`src/sv/spi_led_matrix_pwm_driver_core_defines.svh`:
```
// assertion macros for the led matrix driver rtl
// no dependencies; included by files that carry assertions
`ifndef SPI_LED_MATRIX_PWM_DRIVER_CORE_DEFINES_SVH
`define SPI_LED_MATRIX_PWM_DRIVER_CORE_DEFINES_SVH

// same-cycle implication
`define SLMPD_ASSERT_IMP(label, clk, rst_n, ante, cons, msg) \
  label: assert property (@(posedge clk) disable iff (!rst_n) (ante) |-> (cons)) \
    else $error(msg);

// next-cycle implication
`define SLMPD_ASSERT_NEXT(label, clk, rst_n, ante, cons, msg) \
  label: assert property (@(posedge clk) disable iff (!rst_n) (ante) |=> (cons)) \
    else $error(msg);

// invariant
`define SLMPD_ASSERT_ALWAYS(label, clk, rst_n, cons, msg) \
  label: assert property (@(posedge clk) disable iff (!rst_n) (cons)) \
    else $error(msg);

`endif

```
`src/sv/slmpd_pkg.sv`:
```
// types, constants and the pwm level table of the led matrix driver
// no dependencies
`default_nettype none

package slmpd_pkg;

  localparam int unsigned RING_BYTES = 32;
  localparam int unsigned PWM_SLOTS  = 63;
  localparam int unsigned COLUMNS    = 8;
  localparam int unsigned ROWS       = 8;
  localparam int unsigned IDX_W      = $clog2(RING_BYTES);
  localparam int unsigned COL_W      = $clog2(COLUMNS);
  localparam int unsigned LEVEL_W    = 6;
  localparam int unsigned FIFO_DEPTH = 2;

  localparam logic [1:0] FUNC_BYTE  = 2'd0;
  localparam logic [1:0] FUNC_LATCH = 2'd1;
  localparam logic [1:0] FUNC_TICK  = 2'd2;
  localparam logic [1:0] FUNC_NOP   = 2'd3;

  typedef struct packed {
    logic [1:0] func;
    logic [7:0] rx_byte;
  } in_word_t;

  typedef struct packed {
    logic [7:0] tx_byte;
    logic [7:0] col_drive;
    logic [7:0] row_drive;
  } out_word_t;

  typedef enum logic [1:0] {
    OP_BYTE  = 2'd0,
    OP_LATCH = 2'd1,
    OP_TICK  = 2'd2,
    OP_NOP   = 2'd3
  } op_e;

  typedef struct packed {
    op_e        op;
    logic [7:0] data;
  } cmd_t;

  function automatic logic [LEVEL_W-1:0] pwm_level(input logic [3:0] nib);
    logic [LEVEL_W-1:0] lvl;
    unique case (nib)
      4'd0:    lvl = 6'd0;
      4'd1:    lvl = 6'd1;
      4'd2:    lvl = 6'd2;
      4'd3:    lvl = 6'd3;
      4'd4:    lvl = 6'd4;
      4'd5:    lvl = 6'd5;
      4'd6:    lvl = 6'd6;
      4'd7:    lvl = 6'd7;
      4'd8:    lvl = 6'd8;
      4'd9:    lvl = 6'd11;
      4'd10:   lvl = 6'd15;
      4'd11:   lvl = 6'd20;
      4'd12:   lvl = 6'd26;
      4'd13:   lvl = 6'd35;
      4'd14:   lvl = 6'd47;
      default: lvl = 6'd63;
    endcase
    return lvl;
  endfunction

endpackage

`default_nettype wire

```
`src/sv/slmpd_fifo.sv`:
```
// small first-in first-out queue of words
// no dependencies
`default_nettype none

module slmpd_fifo #(
  parameter int unsigned Width = 8,
  parameter int unsigned Depth = 2
) (
  input  wire logic             clk_i,
  input  wire logic             rst_ni,
  input  wire logic             push_i,
  input  wire logic [Width-1:0] data_i,
  output logic                  full_o,
  input  wire logic             pop_i,
  output logic      [Width-1:0] data_o,
  output logic                  empty_o
);

  localparam int unsigned PtrW = (Depth > 1) ? $clog2(Depth) : 1;
  localparam int unsigned CntW = $clog2(Depth + 1);
  localparam logic [PtrW-1:0] PtrLast = PtrW'(Depth - 1);

  logic [Width-1:0] mem_q [Depth];
  logic [PtrW-1:0]  wr_ptr_q, rd_ptr_q;
  logic [CntW-1:0]  cnt_q, cnt_d;
  logic             push_ok, pop_ok;

  assign full_o  = (cnt_q == CntW'(Depth));
  assign empty_o = (cnt_q == '0);
  assign push_ok = push_i && !full_o;
  assign pop_ok  = pop_i && !empty_o;
  assign data_o  = mem_q[rd_ptr_q];

  always_comb begin
    cnt_d = cnt_q;
    if (push_ok && !pop_ok) begin
      cnt_d = cnt_q + 1'b1;
    end else if (pop_ok && !push_ok) begin
      cnt_d = cnt_q - 1'b1;
    end
  end

  always_ff @(posedge clk_i or negedge rst_ni) begin
    if (!rst_ni) begin
      wr_ptr_q <= '0;
      rd_ptr_q <= '0;
      cnt_q    <= '0;
    end else begin
      cnt_q <= cnt_d;
      if (push_ok) begin
        wr_ptr_q <= (wr_ptr_q == PtrLast) ? '0 : wr_ptr_q + 1'b1;
      end
      if (pop_ok) begin
        rd_ptr_q <= (rd_ptr_q == PtrLast) ? '0 : rd_ptr_q + 1'b1;
      end
    end
  end

  always_ff @(posedge clk_i) begin
    if (push_ok) begin
      mem_q[wr_ptr_q] <= data_i;
    end
  end

endmodule

`default_nettype wire

```
`src/sv/slmpd_front.sv`:
```
// front end: takes input words, decodes them into commands, queues them
// depends on slmpd_pkg and slmpd_fifo
`default_nettype none

module slmpd_front (
  input  wire logic                 clk_i,
  input  wire logic                 rst_ni,
  input  wire logic                 push,
  output logic                      full,
  input  wire slmpd_pkg::in_word_t  word_i,
  output logic                      cmd_valid_o,
  input  wire logic                 cmd_ready_i,
  output slmpd_pkg::cmd_t           cmd_o
);

  slmpd_pkg::cmd_t             dec;
  logic [$bits(slmpd_pkg::cmd_t)-1:0] q_data;
  logic                        q_empty;

  always_comb begin
    dec.data = '0;
    unique case (word_i.func)
      slmpd_pkg::FUNC_BYTE: begin
        dec.op   = slmpd_pkg::OP_BYTE;
        dec.data = word_i.rx_byte;
      end
      slmpd_pkg::FUNC_LATCH: dec.op = slmpd_pkg::OP_LATCH;
      slmpd_pkg::FUNC_TICK:  dec.op = slmpd_pkg::OP_TICK;
      default:               dec.op = slmpd_pkg::OP_NOP;
    endcase
  end

  slmpd_fifo #(
    .Width($bits(slmpd_pkg::cmd_t)),
    .Depth(slmpd_pkg::FIFO_DEPTH)
  ) u_cmd_q (
    .clk_i  (clk_i),
    .rst_ni (rst_ni),
    .push_i (push),
    .data_i (dec),
    .full_o (full),
    .pop_i  (cmd_ready_i),
    .data_o (q_data),
    .empty_o(q_empty)
  );

  assign cmd_valid_o = !q_empty;
  assign cmd_o       = slmpd_pkg::cmd_t'(q_data);

endmodule

`default_nettype wire

```
`src/sv/slmpd_back.sv`:
```
// back end: ring, frame store, pwm scan and the result queue
// depends on slmpd_pkg, slmpd_fifo and the assertion macro header
`default_nettype none
`include "spi_led_matrix_pwm_driver_core_defines.svh"

module slmpd_back #(
  parameter int unsigned PwmSlots = slmpd_pkg::PWM_SLOTS
) (
  input  wire logic             clk_i,
  input  wire logic             rst_ni,
  input  wire logic             cmd_valid_i,
  output logic                  cmd_ready_o,
  input  wire slmpd_pkg::cmd_t  cmd_i,
  output logic                  empty,
  input  wire logic             pop,
  output slmpd_pkg::out_word_t  word_o
);

  localparam int unsigned SlotW = $clog2(PwmSlots);
  localparam int unsigned CmpW  = (SlotW > slmpd_pkg::LEVEL_W) ? SlotW : slmpd_pkg::LEVEL_W;
  localparam int unsigned IdxW  = slmpd_pkg::IDX_W;
  localparam int unsigned ColW  = slmpd_pkg::COL_W;
  localparam int unsigned WordW = 4 * slmpd_pkg::ROWS;
  localparam logic [SlotW-1:0] SlotLast = SlotW'(PwmSlots - 1);

  logic [7:0]       ring_q  [slmpd_pkg::RING_BYTES];
  logic [WordW-1:0] frame_q [slmpd_pkg::COLUMNS];
  logic [IdxW-1:0]  wi_q, wi_d;
  logic             seen_q, seen_d;
  logic [SlotW-1:0] slot_q, slot_d;
  logic [ColW-1:0]  col_q, col_d;
  logic             exec, ring_we, latch_en, res_full;
  logic [WordW-1:0] col_word;
  slmpd_pkg::out_word_t res;
  logic [$bits(slmpd_pkg::out_word_t)-1:0] q_data;

  assign exec        = cmd_valid_i && !res_full;
  assign cmd_ready_o = !res_full;
  assign col_word    = frame_q[col_q];

  always_comb begin
    wi_d          = wi_q;
    seen_d        = seen_q;
    slot_d        = slot_q;
    col_d         = col_q;
    ring_we       = 1'b0;
    latch_en      = 1'b0;
    res.col_drive = '0;
    res.row_drive = '0;
    unique case (cmd_i.op)
      slmpd_pkg::OP_BYTE: begin
        ring_we = 1'b1;
        wi_d    = wi_q + 1'b1;
        seen_d  = 1'b1;
      end
      slmpd_pkg::OP_LATCH: begin
        if (seen_q) begin
          latch_en = 1'b1;
          wi_d     = '0;
          seen_d   = 1'b0;
        end
      end
      slmpd_pkg::OP_TICK: begin
        res.col_drive = 8'(1) << col_q;
        for (int r = 0; r < slmpd_pkg::ROWS; r++) begin
          res.row_drive[r] = CmpW'(slot_q) < CmpW'(slmpd_pkg::pwm_level(col_word[4*r +: 4]));
        end
        if (slot_q == SlotLast) begin
          slot_d = '0;
          col_d  = col_q + 1'b1;
        end else begin
          slot_d = slot_q + 1'b1;
        end
      end
      default: ;
    endcase
    // the written slot never equals the next read slot
    res.tx_byte = ring_q[wi_d];
  end

  always_ff @(posedge clk_i or negedge rst_ni) begin
    if (!rst_ni) begin
      wi_q   <= '0;
      seen_q <= 1'b0;
      slot_q <= '0;
      col_q  <= '0;
      for (int i = 0; i < slmpd_pkg::RING_BYTES; i++) begin
        ring_q[i] <= '0;
      end
      for (int c = 0; c < slmpd_pkg::COLUMNS; c++) begin
        frame_q[c] <= '0;
      end
    end else if (exec) begin
      wi_q   <= wi_d;
      seen_q <= seen_d;
      slot_q <= slot_d;
      col_q  <= col_d;
      if (ring_we) begin
        ring_q[wi_q] <= cmd_i.data;
      end
      if (latch_en) begin
        for (int c = 0; c < slmpd_pkg::COLUMNS; c++) begin
          for (int k = 0; k < slmpd_pkg::ROWS / 2; k++) begin
            frame_q[c][8*k +: 8] <= ring_q[4*c + k];
          end
        end
      end
    end
  end

  slmpd_fifo #(
    .Width($bits(slmpd_pkg::out_word_t)),
    .Depth(slmpd_pkg::FIFO_DEPTH)
  ) u_res_q (
    .clk_i  (clk_i),
    .rst_ni (rst_ni),
    .push_i (exec),
    .data_i (res),
    .full_o (res_full),
    .pop_i  (pop),
    .data_o (q_data),
    .empty_o(empty)
  );

  assign word_o = slmpd_pkg::out_word_t'(q_data);

  `SLMPD_ASSERT_IMP(a_tick_onehot, clk_i, rst_ni, exec && cmd_i.op == slmpd_pkg::OP_TICK,
                    $onehot(res.col_drive), "tick result has no one-hot column")
  `SLMPD_ASSERT_IMP(a_quiet_drives, clk_i, rst_ni, exec && cmd_i.op != slmpd_pkg::OP_TICK,
                    res.col_drive == '0 && res.row_drive == '0, "drives set outside a tick")
  `SLMPD_ASSERT_NEXT(a_latch_clears, clk_i, rst_ni,
                     exec && cmd_i.op == slmpd_pkg::OP_LATCH && seen_q,
                     wi_q == '0 && !seen_q, "latch left index or flag set")
  `SLMPD_ASSERT_ALWAYS(a_slot_range, clk_i, rst_ni, slot_q <= SlotLast,
                       "pwm slot out of range")

endmodule

`default_nettype wire

```
`src/sv/spi_led_matrix_pwm_driver_core.sv`:
```
// top level of the 8x8 led matrix driver with spi ring and pwm column scan
// depends on slmpd_pkg, slmpd_front and slmpd_back
`default_nettype none

// Takes one word per clock while full is low: a received spi byte, a
// chip-select release that latches the 32-byte ring into the frame store if
// a byte came in since the last latch, a scan tick or a no-op, and gives one
// result word for each: the next transmit byte, and on a tick the one-hot
// column and the row enables of the current pwm slot. A word is written into
// the decode queue; the execute step is combinational and writes its result
// into the result queue, from which the result word can then be popped. Both
// queues are two words deep, so pushes and pops run at one word per cycle
// while the result side keeps taking words. The rate is set by the
// combinational execute step that updates ring, frame and scan position. Ring
// and frame store are cleared by reset; there is no clearing pass.
module spi_led_matrix_pwm_driver_core #(
  parameter int unsigned PwmSlots = slmpd_pkg::PWM_SLOTS
) (
  input  wire logic                 clk_i,
  input  wire logic                 rst_ni,
  input  wire logic                 push,
  output logic                      full,
  input  wire slmpd_pkg::in_word_t  in_word_i,
  output logic                      empty,
  input  wire logic                 pop,
  output slmpd_pkg::out_word_t      out_word_o
);

  logic            cmd_valid, cmd_ready;
  slmpd_pkg::cmd_t cmd;

  slmpd_front u_front (
    .clk_i      (clk_i),
    .rst_ni     (rst_ni),
    .push       (push),
    .full       (full),
    .word_i     (in_word_i),
    .cmd_valid_o(cmd_valid),
    .cmd_ready_i(cmd_ready),
    .cmd_o      (cmd)
  );

  slmpd_back #(
    .PwmSlots(PwmSlots)
  ) u_back (
    .clk_i      (clk_i),
    .rst_ni     (rst_ni),
    .cmd_valid_i(cmd_valid),
    .cmd_ready_o(cmd_ready),
    .cmd_i      (cmd),
    .empty      (empty),
    .pop        (pop),
    .word_o     (out_word_o)
  );

endmodule

`default_nettype wire

```
`config.mk`:
```
export PLATFORM = sky130hd
export DESIGN_NAME = spi_led_matrix_pwm_driver_core
export DESIGN_NICKNAME = d
export VERILOG_FILES = /design/src/sv/slmpd_pkg.sv /design/src/sv/slmpd_fifo.sv /design/src/sv/slmpd_front.sv /design/src/sv/slmpd_back.sv /design/src/sv/spi_led_matrix_pwm_driver_core.sv
export VERILOG_INCLUDE_DIRS = /design/src /design/src/sv
export SDC_FILE = /design/constraint.sdc
export NUM_CORES = 1
export LEC_CHECK = 0
export ABC_AREA = 1
export BUFFER_PORTS_ARGS = -buffer_cell sky130_fd_sc_hd__buf_2
export CAP_MARGIN = 15
export CORE_MARGIN = 2
export CORE_UTILIZATION = 35
export DETAILED_ROUTE_END_ITERATION = 10
export GPL_ROUTABILITY_DRIVEN = 0
export PLACE_DENSITY_LB_ADDON = 0.05
export SLEW_MARGIN = 20
export SYNTH_ARGS = -nofsm -noshare
export SYNTH_HDL_FRONTEND = slang
export SYNTH_SLANG_ARGS = --single-unit
```
`constraint.sdc`:
```
create_clock -name clk_i -period 4.2 [get_ports clk_i]
set_clock_uncertainty 0.1 [all_clocks]
set_input_delay 0.84 -clock clk_i [delete_from_list [all_inputs] [get_ports clk_i]]
set_output_delay 0.84 -clock clk_i [all_outputs]
set_load 0.05 [all_outputs]
```
# Yosys cells after proc, flatten, opt, wreduce, memory -nomap -nowiden

Memories as Yosys holds them, arrays and structs flattened.
Index checks and enable logic that the tools add are counted.

Bits in read-only memories: 768
Memories kept: 10
Bits in registers: 535
Output and inout bits: 26
Bits in writable memories: 68
Logic and storage cells: 162

Memories:

| memory          | depth | width | rd ports | clocked after memory_dff | wr ports | line            | source |
|---|---|---|---|---|---|---|---|
| (no name shown) | 16    | 6     | 1        | 0                        | 0        | slmpd_pkg.sv:46 | `unique case (nib)` |
| (no name shown) | 16    | 6     | 1        | 0                        | 0        | slmpd_pkg.sv:46 |  |
| (no name shown) | 16    | 6     | 1        | 0                        | 0        | slmpd_pkg.sv:46 |  |
| (no name shown) | 16    | 6     | 1        | 0                        | 0        | slmpd_pkg.sv:46 |  |
| (no name shown) | 16    | 6     | 1        | 0                        | 0        | slmpd_pkg.sv:46 |  |
| (no name shown) | 16    | 6     | 1        | 0                        | 0        | slmpd_pkg.sv:46 |  |
| 4 more memories | -     | -     | -        | -                        | -        | -               |  |

Magnitude comparators: 12
Bitwise gates (word level): 3
Shifts and indexed selects: 1
Reduce and logical (&&, ||, !) cells: 29
Equality and inequality tests: 7
Muxes and demuxes: 39
Add/sub/neg operators: 11

Operator list:

| operator            | count |
|---|---|
| $bwmux 256          | 1 |
| $bmux 32 s3         | 1 |
| $mux 32             | 2 |
| $mux 6              | 9 |
| $lt 6x6->1          | 8 |
| $bmux 8 s5          | 1 |
| $demux 8 s5         | 1 |
| $mux 8              | 4 |
| $mux 16             | 1 |
| $ge 6x6->1 const B  | 2 |
| $not 5->6           | 2 |
| $mux 1              | 11 |
| $pmux 5 s2          | 1 |
| $logic_and 1x1->1   | 9 |
| $eq 2x2->1 const B  | 4 |
| $logic_not 1->1     | 8 |
| $logic_not 2->1     | 4 |
| $mux 2              | 4 |
| $reduce_and 2->1    | 4 |
| $shl 1x3->8 const A | 1 |
| $add 6x1->6 const B | 1 |
| $eq 6x6->1 const B  | 1 |
| $lt 6x1->1 const B  | 1 |
| $pmux 2 s3          | 1 |
| other kinds (12)    | 20 |

# Depth between registers and ports, before layout

Gate-level depths: netlist (run 1).

Depth after elaboration: 8
Mapped depth: 19
Mapped depth without buffers: 16

# Hierarchy

Synthesis (run 1) repeated with hierarchy kept, for this count alone.

Cells, all modules: 3659
Area total of the unflattened synthesis: 29876.2 um^2

By module, submodules not included:

| module                       | instances | area each (um^2) | seq. area each (um^2) | cells each |
|---|---|---|---|---|
| slmpd_back                   | 1         | 26823.2          | 13187.6               | 3396 |
| slmpd_fifo (u_back.u_res_q)  | 1         | 1985.7           | 1541.5                | 157 |
| slmpd_fifo (u_front.u_cmd_q) | 1         | 957.2            | 700.7                 | 84 |
| slmpd_front                  | 1         | 110.1            | 0.0                   | 22 |

# Least setup slack after synthesis (run 1)

Ideal clock, no wire load.

Path kind: flip-flop to flip-flop
From: register u_back.col_q[0]
To: memory u_back.u_res_q.mem_q[0][0] in the netlist's numbering, data pin
Arrival time: 2795 ps
Data required time: 3943 ps
Setup time: 157 ps
Slack: 1148 ps
Clock period less this slack: 3052 ps
Path buffers: 4
Stages on the path, launching flop included: 20
Path through: dfrtp_1 > buf_2 > buf_2 > buf_2 > buf_6 > a21oi_1 > o21ai_0 > nand2_1 > inv_1 > o21ai_0 > inv_1 > ha_1 > nand2_1 > o211ai_1 > ha_1 > inv_1 > nor2_1 > o21ai_0 > nand2_1 > a21oi_1

RTL lines:

| element                | line             | source |
|---|---|---|
| start, declared        | slmpd_back.sv:31 | `logic [ColW-1:0] col_q, col_d;` |
| start signal, assigned | slmpd_back.sv:97 | `col_q <= col_d;` |
| end, declared          | slmpd_fifo.sv:23 | `logic [Width-1:0] mem_q [Depth];` |

==> results of run 1 <==
cell families after synthesis:
family | synth area share, %
and+or+nand+nor | 21.6
AOI/OAI and AO/OA | 13.8
buffers and inverters | 10.2
DFF | 50.6
adders and majority gates | 3.53
xor gates and xnor gates | 0.230
state kept, by name, indices dropped and copies added (netlist names), 2 cells and up:
signal and count:
u_back.frame_q 256, u_front.u_cmd_q.cnt_q 2, u_front.u_cmd_q.mem_q 20, u_back.ring_q 256, u_back.u_res_q.cnt_q 2, u_back.col_q 3
u_back.wi_q 5, u_back.u_res_q.mem_q 48, u_back.slot_q 6
cells in the mapped netlist, types with 2 or more instances:
cell / count
sky130_fd_sc_hd__nand2_1: 1023
sky130_fd_sc_hd__xnor2_1: 2
sky130_fd_sc_hd__nor2_1: 187
sky130_fd_sc_hd__o21ai_1: 9
sky130_fd_sc_hd__buf_4: 18
sky130_fd_sc_hd__edfxtp_1: 68
sky130_fd_sc_hd__inv_2: 9
sky130_fd_sc_hd__nor2_2: 4
sky130_fd_sc_hd__nor3_1: 9
sky130_fd_sc_hd__nor2_4: 9
sky130_fd_sc_hd__o211ai_1: 47
sky130_fd_sc_hd__xor2_1: 6
sky130_fd_sc_hd__dfrtp_1: 535
sky130_fd_sc_hd__ha_1: 86
sky130_fd_sc_hd__clkinv_1: 2
sky130_fd_sc_hd__nand4_1: 49
sky130_fd_sc_hd__nand2_2: 5
sky130_fd_sc_hd__buf_6: 9
sky130_fd_sc_hd__a21oi_1: 243
sky130_fd_sc_hd__buf_2: 118
sky130_fd_sc_hd__o21ai_0: 512
sky130_fd_sc_hd__clkbuf_1: 79
sky130_fd_sc_hd__nand3_4: 3
sky130_fd_sc_hd__inv_1: 512
sky130_fd_sc_hd__nand3_2: 2
sky130_fd_sc_hd__buf_1: 8
sky130_fd_sc_hd__nand3_1: 278
path summary, 6_finish.rpt:
path | slack (ns) | endpoint | depth (start not counted) | startpoint
worst max register to register | 0.45 | u_back.u_res_q.mem_q[0][5] | 15 | u_back.col_q[0]
worst min register to register | 0.38 | u_back.frame_q[93] | 2 | u_back.ring_q[69]
min in group clk_i | 0.33 | u_front.u_cmd_q.mem_q[1][9] | 1 | in_word_i[9]
max in group asynchronous | 2.81 | u_back.frame_q[70] | 2 | rst_ni
worst max-delay path | 0.45 | u_back.u_res_q.mem_q[0][5] | 15 | u_back.col_q[0]
worst min-delay path | 0.05 | u_front.u_cmd_q.wr_ptr_q | 1 | rst_ni
layer usage:
| metal | track usage, % | vias to the layer above | part of all wire, % |
|---|---|---|---|
| li1 | - | 12300 | - |
| met1 | 35.5 | 12100 | 49 |
| met2 | 38.2 | 558 | 45 |
| met3 | 2.73 | 117 | 4.1 |
| met4 | 6.60 | 0 | 2.1 |
| met5 | 0 | - | 0 |
power breakdown:
group	internal (W)	switching (W)
Sequential	0.00751	0.000763
Clock	0.00395	0.00266
Combinational	0.00322	0.00882
area by class of cell:
class                           count  area, µm²  area share (%)
Timing Repair Buffer              141       1260            3.65
Clock buffer                      110       2250            6.51
Tap cell                         1155       1450            4.19
Multi-Input combinational cell   2483      11900            34.6
Inverter                          523       1960            5.69
Sequential cell                   603      15400            44.7
Clock inverter                     23        224           0.649
Antenna cell                        2       5.00          0.0145
per-stage QoR:
stage	setup WS [ns]	util (%)	total power (W)	cells	instance area, µm²
5_1_grt	0.115	39.9	0.0287	5038	34500
6_report	0.449	39.9	0.0269	5040	34500
3_5_place_dp	0.488	37.1	0.0205	4905	32000
2_1_floorplan	1.15	-	0.0158	3841	30500
3_3_place_gp	0.545	37.1	0.0205	4905	32000
4_1_cts	0.496	39.9	0.0272	5038	34500
cells in the final DEF (no fill, tap or decap), types with 3 or more instances in the layout:
cell	synthesis	layout
sky130_fd_sc_hd__clkinv_2	0	14
sky130_fd_sc_hd__buf_12	0	23
sky130_fd_sc_hd__nand3_1	278	278
sky130_fd_sc_hd__nand4_1	49	49
sky130_fd_sc_hd__o21ai_1	9	9
sky130_fd_sc_hd__nand2_2	5	5
sky130_fd_sc_hd__nor2_2	4	5
sky130_fd_sc_hd__buf_4	18	79
sky130_fd_sc_hd__clkinv_1	2	3
sky130_fd_sc_hd__nor2_1	187	185
sky130_fd_sc_hd__ha_1	86	86
sky130_fd_sc_hd__bufinv_16	0	4
sky130_fd_sc_hd__dfrtp_1	535	533
sky130_fd_sc_hd__inv_1	512	511
sky130_fd_sc_hd__nand3_4	3	3
sky130_fd_sc_hd__buf_2	118	38
sky130_fd_sc_hd__nor3_1	9	9
sky130_fd_sc_hd__nand2_1	1023	1023
sky130_fd_sc_hd__o211ai_1	47	47
sky130_fd_sc_hd__clkbuf_8	0	9
sky130_fd_sc_hd__clkbuf_1	79	19
sky130_fd_sc_hd__inv_2	9	10
sky130_fd_sc_hd__clkbuf_16	0	82
sky130_fd_sc_hd__a21oi_1	243	243
sky130_fd_sc_hd__edfxtp_1	68	68
sky130_fd_sc_hd__xor2_1	6	6
sky130_fd_sc_hd__nor2_4	9	10
sky130_fd_sc_hd__o21ai_0	512	512
==> summary by stage, run 1 <==
Run status
The flow ran to the end, and the final reports show no timing, DRC or antenna violations.

Route
The count of routing violations after the opening detailed-route iteration is 1,896. Detailed routing inserted a total of 25,100 vias. The remaining antenna violation count after routing is 0. The routed design has 108,000 µm of wire. The detailed-router iteration count before antenna repair is 6. The per-cell via count in the routed design is 4.97. The wire length per cell after detailed routing is 21.4 µm. The residual DRC count is 0.

Synth
The number of storage elements in the synthesis netlist is 603. The synthesized design devotes to its leading area cell type 43.9% of total area. The number of nets handed over by synthesis was 3,941. Summing every instance area after synthesis gives 30,500 µm². After technology mapping, the gate count stands at 3,841.

The biggest area contributor in the post-synthesis netlist is sky130_fd_sc_hd__dfrtp_1. The fraction of registers with async set/reset is 88.7%. The dominant register cell in the synthesized netlist is sky130_fd_sc_hd__dfrtp_1. Sorting the synthesized cells by area gives the leading types as sky130_fd_sc_hd__dfrtp_1 44%, sky130_fd_sc_hd__nand2_1 13%, sky130_fd_sc_hd__o21ai_0 8.4%, sky130_fd_sc_hd__edfxtp_1 6.7%, sky130_fd_sc_hd__inv_1 6.3%. Yosys mapped the design onto 36 distinct sky130hd cell types. The share of the Yosys chip area taken by registers is 50.6%. Dividing the synthesized area by the synthesized cell count gives 7.93 µm². The number of flops mapped to enable cells by yosys is 68. The count of yosys warnings during synthesis is 0.

Global route
The via count of the first global-routing pass was 24,300. Global routing finished with a remaining overflow of 0. The wire length of the first global-routing pass is 162,000 µm. The global-route total usage across every layer is 24.3%. Entering global routing, the biggest net connects 114 pins. The number of antenna violations at the first check in global routing was 2.

Clock tree
Clock-pin slew was measured on the worst setup and hold paths at 0.06 ns. The later-pin clock latency in the skew report is 0.63 ns. The root buffer cell chosen for the clock tree is sky130_fd_sc_hd__clkbuf_16. The number of hold buffers added after CTS was 0.

The number of levels in the clock H-tree is 3. The number of sinks handled by clock tree synthesis is 603. After clock tree synthesis, the repair step resized 0 gates. Counting along the longest clock path gives a buffer depth of 3. Buffers inserted during clock tree synthesis total 75. The number of setup buffers added after CTS is 0. The clock tree from TritonCTS is yes.

Timing
Summed over all failing endpoints, the final setup total negative slack is 0 ns. The final setup violation count is 0. The post-route fraction of the period consumed by the critical path is 89.3%. In this run the tightest slew margin relative to its limit is 31.6%. The number of hold violations in the final report was 0. Hold timing on the final database bottoms out at a slack of 0.0451 ns. The final max-slew violation count is 0. The routed design could run at a clock period as short as 3.75 ns. Setup repair after global routing left no endpoint under its margin. The measured slew at the worst slew-check pin is 1.02 ns. The maximum clock rate is 267 MHz.

Worst setup path
The sum of buffers and inverters on the critical path is 4. Of all nets on the critical path, the largest fanout is 45. The data arrival time at the worst-slack endpoint is 4.02 ns.

By instance count, the cell type seen most on the critical path is sky130_fd_sc_hd__nand2_1. The worst setup path is captured at a register. The setup path with the least slack is of type register to register. The worst path required time is 4.47 ns.

Broken down by cell family, the worst path's largest delay share belongs to compound AO/OA/AOI/OAI gates. The cell with the biggest individual delay on the critical path is sky130_fd_sc_hd__dfrtp_4. The peak per-stage delay on the critical path is 0.77 ns. STA classifies the critical path startpoint as a register. Traced cell by cell, the critical path runs through inv_2, buf_4, a21oi_1, o21ai_0, nand2_1, inv_1, o21ai_0, inv_1, ha_1, nand2_1, o211ai_1, ha_1, nand2_1, o211ai_1, a21oi_1.

Die
The total number of placement rows is 108. The die covers 89,400 µm². The die span in x is 299 µm. From bottom edge to top edge, the die measures 299 µm. The I/O pin total is 40. The floorplan step defined a core boundary enclosing 86,500 µm². Once the floorplan was initialized, standard cells occupied 35.2% of the core.

Run
The tool flagged a number of max-cap violations equal to 0.

Place
The sum of net half-perimeters after detailed placement is 71,500 µm. The number of port buffers is 39.

Power and ir drop
IR analysis of the VDD net gives a maximum drop of 0.000847 V. The reported leakage power is 15.8 nW. The ratio of total power to cell area is 780 nW/µm².

Worst hold path
The worst hold path belongs to the class input pin to asynchronous set/reset pin.

Layout
The layout has 8,990 filler cells. The fraction of final layout cells with drive strength greater than 1 is 7.62%. In the final design database the tool counted 3,927 nets. The post-synthesis to final-layout area growth is 13.3%.
Power figures use the tool's default switching activity.
==> run 2, diff against run 1 <==
==> constraint.sdc (replaced) <==
create_clock -name clk_i -period 3.3 [get_ports clk_i]
set_clock_uncertainty 0.1 [all_clocks]
set_input_delay 0.66 -clock clk_i [delete_from_list [all_inputs] [get_ports clk_i]]
set_output_delay 0.66 -clock clk_i [all_outputs]
set_load 0.05 [all_outputs]
==> run 2 against run 1 <==
- critical endpoint is now u_back.u_res_q.mem_q[0][2]
- critical path depth up 1
- largest power group unchanged
- die area stayed put
- setup slack lost 0.28 ns
- largest cell class unchanged
- utilization rose by 0.78 points
- combinational power increased by 34%
- first-iteration DRC count increased by 18%
- clock-buffer cell count is 5 higher
- clock power increased by 23%
- highest routed layer unchanged
- sequential power rose by 27%
- sequential cell count unchanged
- critical path type unchanged
- wire length increased by 0.63%
==> summary by stage, run 2 (synthesis gave the netlist of run 1 again) <==
Layout
The area taken by flip-flops and latches is 15,400 µm² (unchanged). The count of fill cells added during filler insertion is 8,941 (-0.55%). Leaving out fill and tap cells, the most frequent cell in the layout is sky130_fd_sc_hd__nand2_1. In the layout the commonest cells are 1,021 x sky130_fd_sc_hd__nand2_1, 533 x sky130_fd_sc_hd__dfrtp_1, 511 x sky130_fd_sc_hd__inv_1, 506 x sky130_fd_sc_hd__o21ai_0, 278 x sky130_fd_sc_hd__nand3_1.

In the final layout, the registers with the most flip-flops are u_back.frame_q x256, u_back.ring_q x256, u_back.u_res_q.mem_q x48. The area of combinational cells with multiple inputs is 12,000 µm² (+0.20%). Relative to the synthesized area, the layout overhead comes to 15.5%. The fraction of final layout cells with drive strength greater than 1 was 9.29% (+1.7 points).

The final net count is 3,994 (+1.7%). The area of all placed cells without fillers came to 35,200 µm² (+2.0%).

Place
The sum of net half-perimeters after detailed placement came to 74,700 µm (+4.5%). The number of port buffers was 39 (unchanged). The worst slack after detailed placement came to 0.0861 ns (-0.402 ns). The placed standard-cell area was 32,700 µm² (+2.2%).

Worst setup path
The largest driver fanout on the critical path is 33 (-27%). Traced cell by cell, the critical path runs through buf_12, buf_4, a21oi_1, o21ai_0, nand2_1, inv_1, o21ai_1, buf_4, inv_1, ha_1, nand2_1, o211ai_1, ha_1, nand2_1, o211ai_1, a21oi_1. The most frequent cell on the critical path is sky130_fd_sc_hd__nand2_1. The launching element type of the critical path is a register. The data arrival time at the worst-slack endpoint is 3.39 ns (-0.63 ns). STA classifies the critical path endpoint as a register. The setup slack of the worst register-to-register path was 0.17 ns (-0.28 ns).

The peak per-stage delay on the critical path is 0.50 ns (-0.27 ns). The cell with the biggest individual delay on the critical path is sky130_fd_sc_hd__dfrtp_4. The worst-case reg-to-reg path depth was 16 (+1). The classification of the worst setup path is register to register. The worst path required time was 3.56 ns (-0.91 ns).

Timing
Setup repair after global routing could not meet its margin everywhere. The maximum clock rate came to 320 MHz (+20%). The final max-slew violation count is 0 (unchanged). The slack of the critical path is 0.171 ns (-0.278 ns). The final total negative setup slack was 0 ns (unchanged).

The final-layout worst hold slack is 0.147 ns (+0.102 ns). The final setup violation count was 0 (unchanged). The shortest period the worst path allows is 3.13 ns (-0.622 ns). The post-route fraction of the period consumed by the critical path is 94.8% (+5.5 points). The headroom to the max-slew limit is 41.4% (+9.9 points). The measured slew at the worst slew-check pin is 0.875 ns (-0.149 ns). The number of hold violations in the final report came to 0 (unchanged).

Clock tree
The maximum clock insertion buffer count is 3 (unchanged). The number of CTS-inserted buffers is 74 (-1.3%). The root buffer cell chosen for the clock tree is sky130_fd_sc_hd__clkbuf_16. The later-pin clock latency in the skew report is 0.63 ns (about the same). The clock transition at the registers of the reported paths is 0.06 ns (about the same). The clock tree from TritonCTS is yes. The number of levels in the clock H-tree is 3 (unchanged). The number of sinks handled by clock tree synthesis is 603 (unchanged).

Route
The vias after detailed routing was 25,200 (+0.73%). The remaining antenna violation count after routing is 0 (unchanged). The count of routing violations after the opening detailed-route iteration is 2,228 (+18%).

The residual DRC count is 0 (unchanged). The detailed-router iteration count before antenna repair is 5 (-1). The per-cell via count in the routed design was 4.94 (-0.61%). The wire length per cell after detailed routing is 21.3 µm (-0.71%).

The wire length after detailed routing is 109,000 µm (+0.63%).

Die
The die boundary height is 299 µm (unchanged). The die span in x is 299 µm (unchanged). The core footprint came to 86,500 µm² (unchanged). The total number of placement rows is 108 (unchanged).

The initial core utilization is 35.2% (unchanged). The die area came to 89,400 µm² (unchanged). The I/O pin total is 40 (unchanged).

Power and ir drop
The portion of total power attributed to combinational logic is 46.4% (+1.7 points). The fraction of power spent switching nets came to 45.1% (-0.35 points). The internal power is 0.0190 W (+30%).

The clock network fraction of total power is 23.4% (-1.1 points). The reported leakage power is 16.2 nW (+2.2%). The worst ir drop on vdd is 0.000594 V (-30%).

The ratio of total power to cell area is 986 nW/µm² (+26%). The net load switching power is 0.0157 W (+28%). The sequential cell fraction of total power is 30.2% (-0.5 points).

Global route
The global-route total usage across every layer is 24.3% (+0.052 points). The global route total overflow is 0 (unchanged). The wire length of the first global-routing pass is 161,000 µm (about the same). The number of antenna violations at the first check in global routing came to 0 (-2). The pin count of the biggest net entering global routing is 90 (-21%). The via count of the first global-routing pass was 24,100 (-0.79%).

Run
The number of max-cap violations is 0 (unchanged).

Run status
The run finished with clean final reports.

Worst hold path
The type of the most critical hold path is input pin to register. Along the worst hold path, the cell count comes to 1.
[run 2: cell count changes in the layout (fill, tap and decap cells not counted), sizes merged]
cell and delta:
clkbuf +5, dlygate4sd3 +1, clkinv -4, inv +2, diode -1, bufinv -2, buf +67
[run 2: path summary, 6_finish.rpt]
check / from / to
hold reg to reg: u_back.ring_q[72] / u_back.frame_q[80]
max in group asynchronous: rst_ni / u_back.frame_q[78]
hold / removal: in_word_i[9] / u_front.u_cmd_q.mem_q[1][9]
min in group asynchronous: rst_ni / u_front.u_cmd_q.wr_ptr_q
setup / recovery: u_back.col_q[1] / u_back.u_res_q.mem_q[0][2]
setup reg to reg: u_back.col_q[1] / u_back.u_res_q.mem_q[0][2]
[run 2: metrics by stage]
| step | power (W) | util, % | cells |
|---|---|---|---|
| 6_report | 0.0347 | 40.7 | 5108 |
| 5_1_grt | 0.0371 | 40.7 | 5107 |
| 4_1_cts | 0.0350 | 40.6 | 5105 |
| 3_5_place_dp | 0.0267 | 37.9 | 4970 |
| 3_3_place_gp | 0.0267 | 37.9 | 4970 |
| 2_1_floorplan | 0.0202 | - | 3841 |
[run 2: per-layer routing]
layer	track usage [%]	vias to the layer above	wire, µm
met3	2.96	140	5060
met4	7.13	0	2910
met5	0	-	0
met1	35.3	12100	51700
li1	-	12400	-
met2	38.2	589	49000
[run 2: final cells by class]
type	instances	share of cell area, %
diodes	1	0.00711
clock buffers	115	6.25
clock inverters	19	0.544
inverters	523	5.59
multi-input cells	2483	34.0
flip-flops and latches	603	43.9
well taps	1155	4.11
repair buffers	209	5.65
[run 2: power by group through the flow]
stage / sequential [W] / combinational [W] / clock (W)
after global placement: 0.0106 / 0.0161 / 0
after global routing: 0.0107 / 0.0178 / 0.00864
after detailed placement: 0.0106 / 0.0161 / 0
final: 0.0105 / 0.0161 / 0.00812
after floorplan: 0.0103 / 0.00986 / 0
after CTS: 0.0105 / 0.0162 / 0.00834
[run 2: worst max-delay path, delay by kind of cell, from the launching register on]
kind	cells	cell delay, ns
adder cells (fa/ha/maj)	2	0.58
buffers and inverters	5	0.71
AND/OR/NAND/NOR	3	0.25
AO/OA/AOI/OAI	6	0.69
flip-flops	1	0.50
[run 2: repair_timing]
action / in CTS / in global routing
gates resized for setup: 0 / 15
hold buffers: 1 / 0
endpoints found under the hold margin: 44 / 0
buffers inserted: 0 / 2
endpoints found under the setup margin: 0 / 16
